`config.mk`:
```
export PLATFORM = sky130hd
export DESIGN_NAME = timed_event_sorted_queue_flat
export DESIGN_NICKNAME = d
export VERILOG_FILES = /design/src/rtl/tesq_pkg.sv /design/src/rtl/tesq_ifs.sv /design/src/rtl/timed_event_sorted_queue.sv /design/src/rtl/tesq_ctrl.sv /design/src/rtl/tesq_datapath.sv /design/src/flat_wrapper.sv
export VERILOG_INCLUDE_DIRS = /design/src /design/src/rtl
export SDC_FILE = /design/constraint.sdc
export NUM_CORES = 2
export LEC_CHECK = 0
export BUFFER_PORTS_ARGS = -buffer_cell sky130_fd_sc_hd__clkbuf_2
export CAP_MARGIN = 20
export CORE_MARGIN = 2
export CORE_UTILIZATION = 39
export CTS_CLUSTER_SIZE = 24
export DETAILED_ROUTE_END_ITERATION = 16
export GPL_TIMING_DRIVEN = 0
export SYNTH_ARGS = -nofsm -noshare
export SYNTH_HDL_FRONTEND = slang
export SYNTH_SLANG_ARGS = --single-unit
```
`constraint.sdc`:
```
create_clock -name clk -period 12.05 [get_ports clk]
set_input_delay 2.41 -clock clk [delete_from_list [all_inputs] [get_ports clk]]
set_output_delay 2.41 -clock clk [all_outputs]
set_load 0.02 [all_outputs]
```
`src/rtl/timed_event_sorted_queue_defines.svh`:
```
// Assertion macros shared by the event queue modules.
// Each macro expects clk and rst_n in the scope where it is used.
`ifndef TIMED_EVENT_SORTED_QUEUE_DEFINES_SVH
`define TIMED_EVENT_SORTED_QUEUE_DEFINES_SVH

// Condition holds at every clock edge out of reset.
`define TESQ_ASSERT_ALWAYS(lbl, cond, msg) \
  lbl: assert property (@(posedge clk) disable iff (!rst_n) (cond)) else $error(msg);

// Consequent holds in the same cycle as the antecedent.
`define TESQ_ASSERT_IMP(lbl, ante, cons, msg) \
  lbl: assert property (@(posedge clk) disable iff (!rst_n) (ante) |-> (cons)) \
    else $error(msg);

// Consequent holds in the cycle after the antecedent.
`define TESQ_ASSERT_NXT(lbl, ante, cons, msg) \
  lbl: assert property (@(posedge clk) disable iff (!rst_n) (ante) |=> (cons)) \
    else $error(msg);

`endif

```
`src/rtl/tesq_pkg.sv`:
```
// Shared types and field widths of the timed event queue.
// No dependencies; every module and interface file imports this package.
package tesq_pkg;

  localparam int TIME_W    = 64;
  localparam int INC_W     = 32;
  localparam int TAG_W     = 3;
  localparam int CNT_OUT_W = 5;

  typedef enum logic {
    CMD_INSERT = 1'b0,
    CMD_REMOVE = 1'b1
  } cmd_e_t;

  typedef enum logic [1:0] {
    S_IDLE = 2'b01,
    S_EXEC = 2'b10
  } state_t;

  // Controller to datapath commands.
  typedef struct packed {
    logic capture;
    logic commit;
  } dp_cmd_t;

endpackage

```
`src/rtl/tesq_ifs.sv`:
```
// Valid/ready channel interfaces for request and result items.
// Depends on tesq_pkg for the field widths.
interface tesq_in_if import tesq_pkg::*; ();
  logic              valid;
  logic              ready;
  logic              command;
  logic [TIME_W-1:0] base_time;
  logic [INC_W-1:0]  time_increment;
  logic [TAG_W-1:0]  int_line;
  logic [TAG_W-1:0]  dev_number;

  modport source (output valid, command, base_time, time_increment, int_line, dev_number,
                  input ready);
  modport sink   (input valid, command, base_time, time_increment, int_line, dev_number,
                  output ready);
endinterface

interface tesq_out_if import tesq_pkg::*; ();
  logic                 valid;
  logic                 ready;
  logic                 queue_empty;
  logic [TIME_W-1:0]    head_time;
  logic [TAG_W-1:0]     head_int_line;
  logic [TAG_W-1:0]     head_dev_number;
  logic [TIME_W-1:0]    inserted_time;
  logic                 overflow;
  logic [CNT_OUT_W-1:0] entry_count;

  modport source (output valid, queue_empty, head_time, head_int_line, head_dev_number,
                  inserted_time, overflow, entry_count, input ready);
  modport sink   (input valid, queue_empty, head_time, head_int_line, head_dev_number,
                  inserted_time, overflow, entry_count, output ready);
endinterface

```
`src/rtl/timed_event_sorted_queue.sv`:
```
// Channel    | Dir | Handshake          | Payload
// in_ch      | in  | valid/ready        | command, base_time, time_increment, int_line, dev_number
// out_ch     | out | valid/ready        | queue_empty, head_time, head_int_line, head_dev_number,
//            |     |                    | inserted_time, overflow, entry_count
// An item is captured in S_IDLE, where the increment is added, then committed in S_EXEC,
// which compares the event time against every slot at once and shifts the slot row.
// One result per item, held in an output register; the next request is taken while it waits.
// A stalled output holds the commit cycle until the result register frees.
// Reset clears the count, state and result valid; slot contents stay undefined and need no clearing pass.
module timed_event_sorted_queue import tesq_pkg::*; #(
  parameter int QUEUE_DEPTH = 16
) (
  input logic        clk,
  input logic        rst_n,
  tesq_in_if.sink    in_ch,
  tesq_out_if.source out_ch
);

  dp_cmd_t dp_cmd;

  tesq_ctrl u_ctrl (
    .clk       (clk),
    .rst_n     (rst_n),
    .in_valid  (in_ch.valid),
    .in_ready  (in_ch.ready),
    .out_valid (out_ch.valid),
    .out_ready (out_ch.ready),
    .cmd       (dp_cmd)
  );

  tesq_datapath #(
    .QUEUE_DEPTH (QUEUE_DEPTH)
  ) u_datapath (
    .clk                 (clk),
    .rst_n               (rst_n),
    .cmd                 (dp_cmd),
    .in_command          (in_ch.command),
    .in_base_time        (in_ch.base_time),
    .in_time_increment   (in_ch.time_increment),
    .in_int_line         (in_ch.int_line),
    .in_dev_number       (in_ch.dev_number),
    .out_queue_empty     (out_ch.queue_empty),
    .out_head_time       (out_ch.head_time),
    .out_head_int_line   (out_ch.head_int_line),
    .out_head_dev_number (out_ch.head_dev_number),
    .out_inserted_time   (out_ch.inserted_time),
    .out_overflow        (out_ch.overflow),
    .out_entry_count     (out_ch.entry_count)
  );

endmodule

```
`src/rtl/tesq_ctrl.sv`:
```
// Controller of the event queue: request capture, commit and result valid.
// Depends on tesq_pkg and the assertion macros header.
`include "timed_event_sorted_queue_defines.svh"

module tesq_ctrl import tesq_pkg::*; (
  input  logic    clk,
  input  logic    rst_n,
  input  logic    in_valid,
  output logic    in_ready,
  output logic    out_valid,
  input  logic    out_ready,
  output dp_cmd_t cmd
);

  state_t state_r, state_nxt;
  logic   out_valid_r, out_valid_nxt;
  logic   out_free;

  assign in_ready    = (state_r == S_IDLE);
  assign out_free    = !out_valid_r || out_ready;
  assign cmd.capture = in_valid && in_ready;
  // Commit only when the result register can take the new result.
  assign cmd.commit  = (state_r == S_EXEC) && out_free;
  assign out_valid   = out_valid_r;

  always_comb begin
    state_nxt = state_r;
    case (state_r)
      S_IDLE: begin
        if (cmd.capture) state_nxt = S_EXEC;
      end
      S_EXEC: begin
        if (cmd.commit) state_nxt = S_IDLE;
      end
      default: state_nxt = S_IDLE;
    endcase
  end

  always_comb begin
    if (cmd.commit) begin
      out_valid_nxt = 1'b1;
    end else if (out_ready) begin
      out_valid_nxt = 1'b0;
    end else begin
      out_valid_nxt = out_valid_r;
    end
  end

  always_ff @(posedge clk) begin
    if (!rst_n) begin
      state_r     <= S_IDLE;
      out_valid_r <= 1'b0;
    end else begin
      state_r     <= state_nxt;
      out_valid_r <= out_valid_nxt;
    end
  end

  `TESQ_ASSERT_NXT(a_commit_shows, cmd.commit, out_valid_r, "commit did not raise result valid")
  `TESQ_ASSERT_ALWAYS(a_no_overlap, !(cmd.capture && cmd.commit), "capture and commit together")
  `TESQ_ASSERT_NXT(a_result_held, out_valid_r && !out_ready, out_valid_r,
                   "stalled result was dropped")

endmodule

```
`src/rtl/tesq_datapath.sv`:
```
// Datapath of the event queue: request registers, sorted slot row, result registers.
// Depends on tesq_pkg and the assertion macros header.
`include "timed_event_sorted_queue_defines.svh"

module tesq_datapath import tesq_pkg::*; #(
  parameter int QUEUE_DEPTH = 16
) (
  input  logic                 clk,
  input  logic                 rst_n,
  input  dp_cmd_t              cmd,
  input  logic                 in_command,
  input  logic [TIME_W-1:0]    in_base_time,
  input  logic [INC_W-1:0]     in_time_increment,
  input  logic [TAG_W-1:0]     in_int_line,
  input  logic [TAG_W-1:0]     in_dev_number,
  output logic                 out_queue_empty,
  output logic [TIME_W-1:0]    out_head_time,
  output logic [TAG_W-1:0]     out_head_int_line,
  output logic [TAG_W-1:0]     out_head_dev_number,
  output logic [TIME_W-1:0]    out_inserted_time,
  output logic                 out_overflow,
  output logic [CNT_OUT_W-1:0] out_entry_count
);

  localparam int CNT_W = $clog2(QUEUE_DEPTH + 1);

  // Captured request
  cmd_e_t            req_cmd_r;
  logic [TIME_W-1:0] req_time_r;
  logic [TAG_W-1:0]  req_line_r;
  logic [TAG_W-1:0]  req_dev_r;

  // Slot row, slot 0 is the head
  logic [TIME_W-1:0] slot_time_r [QUEUE_DEPTH];
  logic [TAG_W-1:0]  slot_line_r [QUEUE_DEPTH];
  logic [TAG_W-1:0]  slot_dev_r  [QUEUE_DEPTH];
  logic [TIME_W-1:0] slot_time_nxt [QUEUE_DEPTH];
  logic [TAG_W-1:0]  slot_line_nxt [QUEUE_DEPTH];
  logic [TAG_W-1:0]  slot_dev_nxt  [QUEUE_DEPTH];
  logic [CNT_W-1:0]  count_r, count_nxt;

  // Result registers
  logic                 res_empty_r;
  logic [TIME_W-1:0]    res_head_time_r;
  logic [TAG_W-1:0]     res_head_line_r;
  logic [TAG_W-1:0]     res_head_dev_r;
  logic [TIME_W-1:0]    res_ins_time_r;
  logic                 res_ovf_r;
  logic [CNT_OUT_W-1:0] res_count_r;

  logic                   full, empty, head_first, do_insert, do_remove;
  logic [QUEUE_DEPTH-1:0] at_or_after;  // insert position is at or below this slot
  logic [QUEUE_DEPTH-1:0] take_new;

  assign full       = (count_r == CNT_W'(QUEUE_DEPTH));
  assign empty      = (count_r == '0);
  // Equal to the head time goes in front of the head.
  assign head_first = empty || (req_time_r <= slot_time_r[0]);
  assign do_insert  = (req_cmd_r == CMD_INSERT) && !full;
  assign do_remove  = (req_cmd_r == CMD_REMOVE) && !empty;

  for (genvar i = 0; i < QUEUE_DEPTH; i++) begin : g_slot
    logic [TIME_W-1:0] up_time, dn_time;
    logic [TAG_W-1:0]  up_line, dn_line, up_dev, dn_dev;

    if (i == 0) begin : g_head
      assign at_or_after[i] = head_first;
      assign take_new[i]    = at_or_after[i];
      assign up_time        = req_time_r;
      assign up_line        = req_line_r;
      assign up_dev         = req_dev_r;
    end else begin : g_body
      // Sorted row: later slots past the first later time also sit after the insert.
      assign at_or_after[i] = head_first || (slot_time_r[i] > req_time_r) ||
                              (CNT_W'(i) >= count_r);
      assign take_new[i]    = at_or_after[i] && !at_or_after[i-1];
      assign up_time        = slot_time_r[i-1];
      assign up_line        = slot_line_r[i-1];
      assign up_dev         = slot_dev_r[i-1];
    end

    if (i < QUEUE_DEPTH - 1) begin : g_dn
      assign dn_time = slot_time_r[i+1];
      assign dn_line = slot_line_r[i+1];
      assign dn_dev  = slot_dev_r[i+1];
    end else begin : g_tail
      assign dn_time = slot_time_r[i];
      assign dn_line = slot_line_r[i];
      assign dn_dev  = slot_dev_r[i];
    end

    assign slot_time_nxt[i] =
      (do_insert && take_new[i])    ? req_time_r :
      (do_insert && at_or_after[i]) ? up_time    :
      do_remove                     ? dn_time    : slot_time_r[i];
    assign slot_line_nxt[i] =
      (do_insert && take_new[i])    ? req_line_r :
      (do_insert && at_or_after[i]) ? up_line    :
      do_remove                     ? dn_line    : slot_line_r[i];
    assign slot_dev_nxt[i] =
      (do_insert && take_new[i])    ? req_dev_r :
      (do_insert && at_or_after[i]) ? up_dev    :
      do_remove                     ? dn_dev    : slot_dev_r[i];
  end

  always_comb begin
    if (do_insert) begin
      count_nxt = count_r + CNT_W'(1);
    end else if (do_remove) begin
      count_nxt = count_r - CNT_W'(1);
    end else begin
      count_nxt = count_r;
    end
  end

  // Form the event time while capturing the request.
  always_ff @(posedge clk) begin
    if (cmd.capture) begin
      req_cmd_r  <= cmd_e_t'(in_command);
      req_time_r <= in_base_time + TIME_W'(in_time_increment);
      req_line_r <= in_int_line;
      req_dev_r  <= in_dev_number;
    end
  end

  always_ff @(posedge clk) begin
    if (cmd.commit) begin
      slot_time_r <= slot_time_nxt;
      slot_line_r <= slot_line_nxt;
      slot_dev_r  <= slot_dev_nxt;
    end
  end

  always_ff @(posedge clk) begin
    if (!rst_n) begin
      count_r <= '0;
    end else if (cmd.commit) begin
      count_r <= count_nxt;
    end
  end

  always_ff @(posedge clk) begin
    if (cmd.commit) begin
      res_empty_r     <= (count_nxt == '0);
      res_head_time_r <= (count_nxt == '0) ? '0 : slot_time_nxt[0];
      res_head_line_r <= (count_nxt == '0) ? '0 : slot_line_nxt[0];
      res_head_dev_r  <= (count_nxt == '0) ? '0 : slot_dev_nxt[0];
      res_ins_time_r  <= do_insert ? req_time_r : '0;
      res_ovf_r       <= (req_cmd_r == CMD_INSERT) && full;
      res_count_r     <= CNT_OUT_W'(count_nxt);
    end
  end

  assign out_queue_empty     = res_empty_r;
  assign out_head_time       = res_head_time_r;
  assign out_head_int_line   = res_head_line_r;
  assign out_head_dev_number = res_head_dev_r;
  assign out_inserted_time   = res_ins_time_r;
  assign out_overflow        = res_ovf_r;
  assign out_entry_count     = res_count_r;

  `TESQ_ASSERT_ALWAYS(a_count_bound, count_r <= CNT_W'(QUEUE_DEPTH), "count above depth")
  `TESQ_ASSERT_NXT(a_insert_count, cmd.commit && do_insert,
                   count_r == $past(count_r) + CNT_W'(1), "insert did not grow count")
  `TESQ_ASSERT_NXT(a_remove_empty, cmd.commit && (req_cmd_r == CMD_REMOVE) && empty,
                   count_r == '0, "remove on empty queue changed count")
  `TESQ_ASSERT_IMP(a_head_order, count_r >= CNT_W'(2),
                   slot_time_r[0] <= slot_time_r[1], "head later than second slot")

endmodule

```
`src/flat_wrapper.sv`:
```
// flat-port wrapper written by rule: the top's interface ports become plain ports
module timed_event_sorted_queue_flat import tesq_pkg::*;
#(
  parameter int QUEUE_DEPTH = 16
)
  (clk, rst_n, in_ch_valid, in_ch_command, in_ch_base_time, in_ch_time_increment, in_ch_int_line, in_ch_dev_number, in_ch_ready, out_ch_valid, out_ch_queue_empty, out_ch_head_time, out_ch_head_int_line, out_ch_head_dev_number, out_ch_inserted_time, out_ch_overflow, out_ch_entry_count, out_ch_ready);
  tesq_in_if in_ch_i ();
  tesq_out_if out_ch_i ();
  input logic clk;
  input logic rst_n;
  input wire logic [$bits(in_ch_i.valid)-1:0] in_ch_valid;
  input wire logic [$bits(in_ch_i.command)-1:0] in_ch_command;
  input wire logic [$bits(in_ch_i.base_time)-1:0] in_ch_base_time;
  input wire logic [$bits(in_ch_i.time_increment)-1:0] in_ch_time_increment;
  input wire logic [$bits(in_ch_i.int_line)-1:0] in_ch_int_line;
  input wire logic [$bits(in_ch_i.dev_number)-1:0] in_ch_dev_number;
  output wire logic [$bits(in_ch_i.ready)-1:0] in_ch_ready;
  output wire logic [$bits(out_ch_i.valid)-1:0] out_ch_valid;
  output wire logic [$bits(out_ch_i.queue_empty)-1:0] out_ch_queue_empty;
  output wire logic [$bits(out_ch_i.head_time)-1:0] out_ch_head_time;
  output wire logic [$bits(out_ch_i.head_int_line)-1:0] out_ch_head_int_line;
  output wire logic [$bits(out_ch_i.head_dev_number)-1:0] out_ch_head_dev_number;
  output wire logic [$bits(out_ch_i.inserted_time)-1:0] out_ch_inserted_time;
  output wire logic [$bits(out_ch_i.overflow)-1:0] out_ch_overflow;
  output wire logic [$bits(out_ch_i.entry_count)-1:0] out_ch_entry_count;
  input wire logic [$bits(out_ch_i.ready)-1:0] out_ch_ready;
  assign in_ch_i.valid = in_ch_valid;
  assign in_ch_i.command = in_ch_command;
  assign in_ch_i.base_time = in_ch_base_time;
  assign in_ch_i.time_increment = in_ch_time_increment;
  assign in_ch_i.int_line = in_ch_int_line;
  assign in_ch_i.dev_number = in_ch_dev_number;
  assign in_ch_ready = in_ch_i.ready;
  assign out_ch_valid = out_ch_i.valid;
  assign out_ch_queue_empty = out_ch_i.queue_empty;
  assign out_ch_head_time = out_ch_i.head_time;
  assign out_ch_head_int_line = out_ch_i.head_int_line;
  assign out_ch_head_dev_number = out_ch_i.head_dev_number;
  assign out_ch_inserted_time = out_ch_i.inserted_time;
  assign out_ch_overflow = out_ch_i.overflow;
  assign out_ch_entry_count = out_ch_i.entry_count;
  assign out_ch_i.ready = out_ch_ready;
  timed_event_sorted_queue #(.QUEUE_DEPTH(QUEUE_DEPTH)) u_core (.clk(clk), .rst_n(rst_n), .in_ch(in_ch_i), .out_ch(out_ch_i));
endmodule
```
# Yosys cells after proc, flatten, opt, wreduce, memory -nomap -nowiden
# Cells that the tools add are included.
# op_classes
add_sub_neg,3
magnitude_cmp,31
eq_ne,5
muxes,145
bitwise,1
n_reduce_logical,135
# op_table
operator,n
64-bit 2-to-1 mux,46
64-bit > comparator,15
3-bit 2-to-1 mux,92
64-bit by 32-bit adder with 64-bit output,1
64-bit <= comparator,1
1-bit logical AND,51
3-bit nonzero test,14
"4-bit by 5-bit >= comparator with 1-bit output, first input constant",8
1-bit logical OR,32
2-bit AND reduction,16
"3-bit by 5-bit >= comparator with 1-bit output, first input constant",4
1-bit zero test,18
"2-bit by 5-bit >= comparator with 1-bit output, first input constant",2
5-bit zero test,2
5-bit 2-to-1 mux,2
"5-bit by 1-bit adder with 5-bit output, second input constant",1
"5-bit equality test, second input constant",1
"1-bit by 5-bit >= comparator with 1-bit output, first input constant",1
"5-bit by 1-bit subtractor with 5-bit output, second input constant",1
2-bit 2-to-1 mux,2
"2-bit by 1-bit inequality test with 1-bit output, second input constant",2
2-bit one-hot mux with 2 select lines,1
2-bit nonzero test,2
"2-bit by 1-bit equality test with 1-bit output, second input constant",1
3 further kinds,4
# totals
regBits,1340
inputBits,107
output_inout_bits,143
elab_cells,382

# Logic depth before layout (Yosys ltp)
# depth
depth_word,9
mapped_depth,16
mapped_depth_nobuf,12

# By module
# Synthesis repeated with hierarchy kept, for this count alone.
# hier_totals
hier_cells,8327
hier_area_um2,89014.1
# by_module_without_submodules
mod,n_inst,cells_per_inst,area_per_inst_um2,seq_area_each_um2
tesq_datapath,1,8314,88880.2,40098.5
tesq_ctrl,1,13,133.9,60.1

# Worst setup path after synthesis
# Ideal clock, no wire load.
# synth_timing
path_kind,in2reg
startpoint,in out_ch_ready
endpoint,reg u_core.u_datapath.slot_dev_r (netlist bit u_core.u_datapath.g_slot[14].dn_dev[0]) (enable)
setup_ns,0.436
t_arrival_ns,9.091
required_ns,11.614
slack_ns,2.524
cell_stages,5
path_buffers,1
path_cell_list,nand2b_1 -> nand2b_1 -> clkbuf_1 -> inv_1 -> and3_1
# synth_rtl
item,line,text
from (decl),flat_wrapper.sv:26,input wire logic [$bits(out_ch_i.ready)-1:0] out_ch_ready;
to (signal assigned),tesq_datapath.sv:130,slot_dev_r <= slot_dev_nxt;
to (decl),tesq_datapath.sv:36,logic [TAG_W-1:0] slot_dev_r [QUEUE_DEPTH];

# Worst setup path after layout
# layout_timing
startpoint,reg u_core.u_datapath.req_time_r[43] (netlist: u_core.u_datapath.g_slot[0].up_time[43])
endpoint,reg u_core.u_datapath.slot_time_r (netlist bit u_core.u_datapath.g_slot[10].dn_time[33]) (enable)
# layout_between
elab_chain_len,9
word_cells_on_any_way,14
classes_between,order compare (3); reduce/logical (11)
# layout_rtl
item,line,text
from (decl),tesq_datapath.sv:29,logic [TIME_W-1:0] req_time_r;
from (signal assigned),tesq_datapath.sv:120,req_time_r <= in_base_time + TIME_W'(in_time_increment);
64-bit <= comparator,tesq_datapath.sv:58,assign head_first = empty || (req_time_r <= slot_time_r[0]);
1-bit logical OR,tesq_datapath.sv:58,
1-bit logical OR (2 in a row),tesq_datapath.sv:74,assign at_or_after[i] = head_first || (slot_time_r[i] > req_time_r) ||
1-bit zero test,tesq_datapath.sv:76,assign take_new[i] = at_or_after[i] && !at_or_after[i-1];
1-bit logical AND,tesq_datapath.sv:76,
1-bit logical AND,tesq_datapath.sv:93,(do_insert && take_new[i]) ? req_time_r :
3-bit nonzero test (no source line) *,--,
2-bit AND reduction (no source line) *,--,
to (signal assigned),tesq_datapath.sv:128,slot_time_r <= slot_time_nxt;
to (decl),tesq_datapath.sv:34,logic [TIME_W-1:0] slot_time_r [QUEUE_DEPTH];
# Every way passes the cells marked *; elsewhere a longest branch is shown, timed or not.
# A chain may end at the register's enable or synchronous reset.

==> results.sh <==
export IMPL_dp_slack_ps=2870
export IMPL_antenna_found_initial=16
export IMPL_synthMuxAreaShare_pct=14.1
export IMPL_synth_distinct_cells=74
export IMPL_synth_common_cells="1,332 x edfxtp_1, 1,061 x ha_1, 885 x a21oi_1"
export IMPL_relSlewSlack_pct=-1.28
export IMPL_cts_tree="done"
export IMPL_start_util_pct=39.2
export IMPL_fin_skew_ps=51.4
export IMPL_end_kind="flop"
export IMPL_htree_levels=4
export IMPL_cts_path_max_buffers=3
export IMPL_yosysMostFrequentCell="edfxtp_1"
export IMPL_portBuffers=249
export IMPL_hold_ws_ps=560
export IMPL_rows=176
export IMPL_grt_usage_pct=31.1
export IMPL_synthXorXnorAreaFrac_pct=0.595
export IMPL_period_needed_ps=9520
export IMPL_ctsHoldBuffers=0
export IMPL_top_usage_layer="met2"
export IMPL_dr_pass1_iters=7
export IMPL_wirelength_um=378000
export IMPL_final_nets=10076
export IMPL_cts_resized=0
export IMPL_synthCells=8377
export IMPL_required_ps=12570
export IMPL_arrival_ps=10040
export IMPL_hold_path_class="reg2reg"
export IMPL_synth_top_area_share_pct=44.5
export IMPL_die_height_um=484
export IMPL_fin_ws_ps=2530
export IMPL_power_leakage_nw=39.3
export IMPL_drive_gt1_share_pct=13.8
export IMPL_clk_insertion_delay_late_ps=850
export IMPL_cp_start_kind="flop"
export IMPL_netlist_area_mm2=0.0898
export IMPL_ys_seq_elements=1340
export IMPL_violations="max-slew violations"
export IMPL_clock_sinks=1340
export IMPL_grt_pass1_vias=72405
export IMPL_clk_pin_slew_worst_paths_ps=60
export IMPL_syn2layout_area_growth_pct=14.3
export IMPL_drv_max_cap_violation_count=0
export IMPL_met2_usage_pct=46.4
export IMPL_finalSetupViolations=0
export IMPL_period_share_pct=79.0
export IMPL_synth_largest_area_cell="edfxtp_1"
export IMPL_synth_top_family_by_area="adder cells"
export IMPL_drtIter0Drc=8719
export IMPL_crit_type="reg2reg"
export IMPL_synthArstFlopShare_pct=0
export IMPL_cts_inserted_buffers=166
export IMPL_synth_edf_count=1332
export IMPL_die_area_mm2=0.234
export IMPL_ant_nets=0
export IMPL_die_x_um=484
export IMPL_rsz0062_at_grt="false"
export IMPL_yosysSeqAreaShare_pct=44.7
export IMPL_pin_count=250
export IMPL_synth_compound_area_share_pct=12.8
export IMPL_run_status="finished with violations"
export IMPL_grt_util_met1_pct=41.5
export IMPL_viasPerCell=6.17
export IMPL_vias=74463
export IMPL_worst_slew_pin_slew_ps=1520
export IMPL_synth_fa_ha_area_share_pct=14.8
export IMPL_syn_nets=9546
export IMPL_avgSynthCellArea_um2=10.7
export IMPL_powerDensity_mw_per_mm2=121
export IMPL_synthSimpleGateAreaFrac_pct=9.84
export IMPL_fmax_ghz=0.105
export IMPL_hold_violations=0
export IMPL_root_buffer="clkbuf_16"
export IMPL_cts_setup_buffers=0
export IMPL_synthTopCellsByArea="edfxtp_1 45%, ha_1 15%, mux2i_1 8.0%"
export IMPL_grt_pass1_wl_um=528000
export IMPL_yosysWarnings=0
export IMPL_dpl_hpwl_um=296000
export IMPL_crit_fanout=27
export IMPL_maxSlewViolCount=1
export IMPL_wl_per_cell_um=31.3
export IMPL_ir_drop_uv=123
export IMPL_grt_max_degree=96
export IMPL_ys_flop_type="edfxtp_1"
export IMPL_coreArea_mm2=0.229
export IMPL_gp_congestion=0.972
export IMPL_grt_overflow_total=0
export IMPL_met3_usage_pct=6.99
export IMPL_drc=0
final cells by class:
cell class | instances | area (um2)
tap | 3026 | 3790
antenna | 9 | 22.5
inverter | 196 | 743
buffer | 511 | 2160
clock inverter | 105 | 1210
multi-input combinational | 6330 | 47100
sequential | 1340 | 40200
timing repair buffer | 362 | 3170
fill | 21520 | 127000
clock buffer | 197 | 4290
flip-flops by register name (all words and copies together) (netlist names):
name / cells
u_core.u_ctrl.out_valid: 1
u_core.u_ctrl.state_r: 2
u_core.u_datapath.count_r: 5
u_core.u_datapath.g_slot.dn_dev: 39
u_core.u_datapath.g_slot.dn_line: 39
u_core.u_datapath.g_slot.dn_time: 832
u_core.u_datapath.g_slot.up_dev: 12
u_core.u_datapath.g_slot.up_line: 12
u_core.u_datapath.g_slot.up_time: 256
u_core.u_datapath.out_entry_count: 5
u_core.u_datapath.out_head_dev_number: 3
u_core.u_datapath.out_head_int_line: 3
u_core.u_datapath.out_head_time: 64
u_core.u_datapath.out_inserted_time: 64
u_core.u_datapath.out_overflow: 1
u_core.u_datapath.out_queue_empty: 1
u_core.u_datapath.req_cmd_r: 1
cell families (layout without fill, tap and decap cells):
logic type / count (synthesis) / in the layout
AO/OA/AOI/OAI: 2031 / 2031
AND/OR/NAND/NOR: 1974 / 1974
flip-flops: 1340 / 1340
multiplexers: 1202 / 1202
adder cells (fa/ha/maj): 1062 / 1062
buffers and inverters: 707 / 1371
XOR/XNOR: 61 / 61
other: 0 / 9
layout by cell type (no fill, tap or decap), types with 20 or more instances in the layout:
master	n
a211oi_1	111
a21o_1	92
a21oi_1	875
a221oi_1	22
a2bb2oi_1	36
a31oi_1	20
and4_1	33
buf_12	31
buf_16	23
buf_2	89
buf_4	31
buf_8	28
clkbuf_1	403
clkbuf_16	167
clkbuf_2	263
clkinv_1	35
clkinv_2	28
edfxtp_1	1332
ha_1	1061
inv_1	195
mux2_2	464
mux2i_1	719
nand2_1	747
nand2b_1	22
nand3_1	103
nand4_1	198
nor2_1	654
nor2b_1	29
nor3_1	43
nor4_1	32
o211ai_1	33
o21a_1	24
o21ai_0	654
o22ai_1	34
xnor2_1	37
xor2_1	24
worst max-delay path, cell delays in order, from the launching register on:
cell and delay, ps:
edfxtp_1 590, clkbuf_1 510, clkbuf_1 630, inv_1 690, ha_1 540, and3_1 190, nor3b_1 640, nand2_1 210
or4_1 810, a41oi_1 480, o31ai_1 170, a31oi_2 870, clkbuf_1 1030, clkbuf_1 540, nor2_1 140, nor2_4 730
buf_12 300
where the power goes:
| part | internal, mW | switching (mW) |
|---|---|---|
| Combinational | 0.576 | 1.36 |
| Clock | 2.96 | 2.27 |
| Sequential | 5.21 | 0.0560 |
| Total | 8.75 | 3.68 |
stage by stage:
stage	power (mW)	std cells	cell area, um2	setup TNS (ps)	utilization (%)
2_1_floorplan	6.42	8377	89800	0	-
3_3_place_gp	7.16	11652	94900	-3125700	41.3
3_5_place_dp	7.24	11761	97100	0	42.3
4_1_cts	12.4	12063	103000	0	44.7
5_1_grt	12.8	12069	103000	0	44.7
6_report	12.4	12076	103000	0	44.8
metal layers:
layer | part of all wire [%] | wire [um]
met2 | 43 | 162000
met3 | 9.3 | 35100
met1 | 41 | 157000
met4 | 6.2 | 23500
met5 | 0.039 | 147
final timing paths:
kind                                           startpoint                                        to  slack, ps  cells after the start
setup / recovery  u_core.u_datapath.g_slot[0].up_time[43]  u_core.u_datapath.g_slot[10].dn_time[33]       2530                     16
hold / removal    u_core.u_datapath.g_slot[12].dn_line[2]   u_core.u_datapath.g_slot[11].dn_line[2]        560                      2
setup reg to reg  u_core.u_datapath.g_slot[0].up_time[43]  u_core.u_datapath.g_slot[10].dn_time[33]       2530                     16
hold reg to reg   u_core.u_datapath.g_slot[12].dn_line[2]   u_core.u_datapath.g_slot[11].dn_line[2]        560                      2
Power figures use the tool's default switching activity.
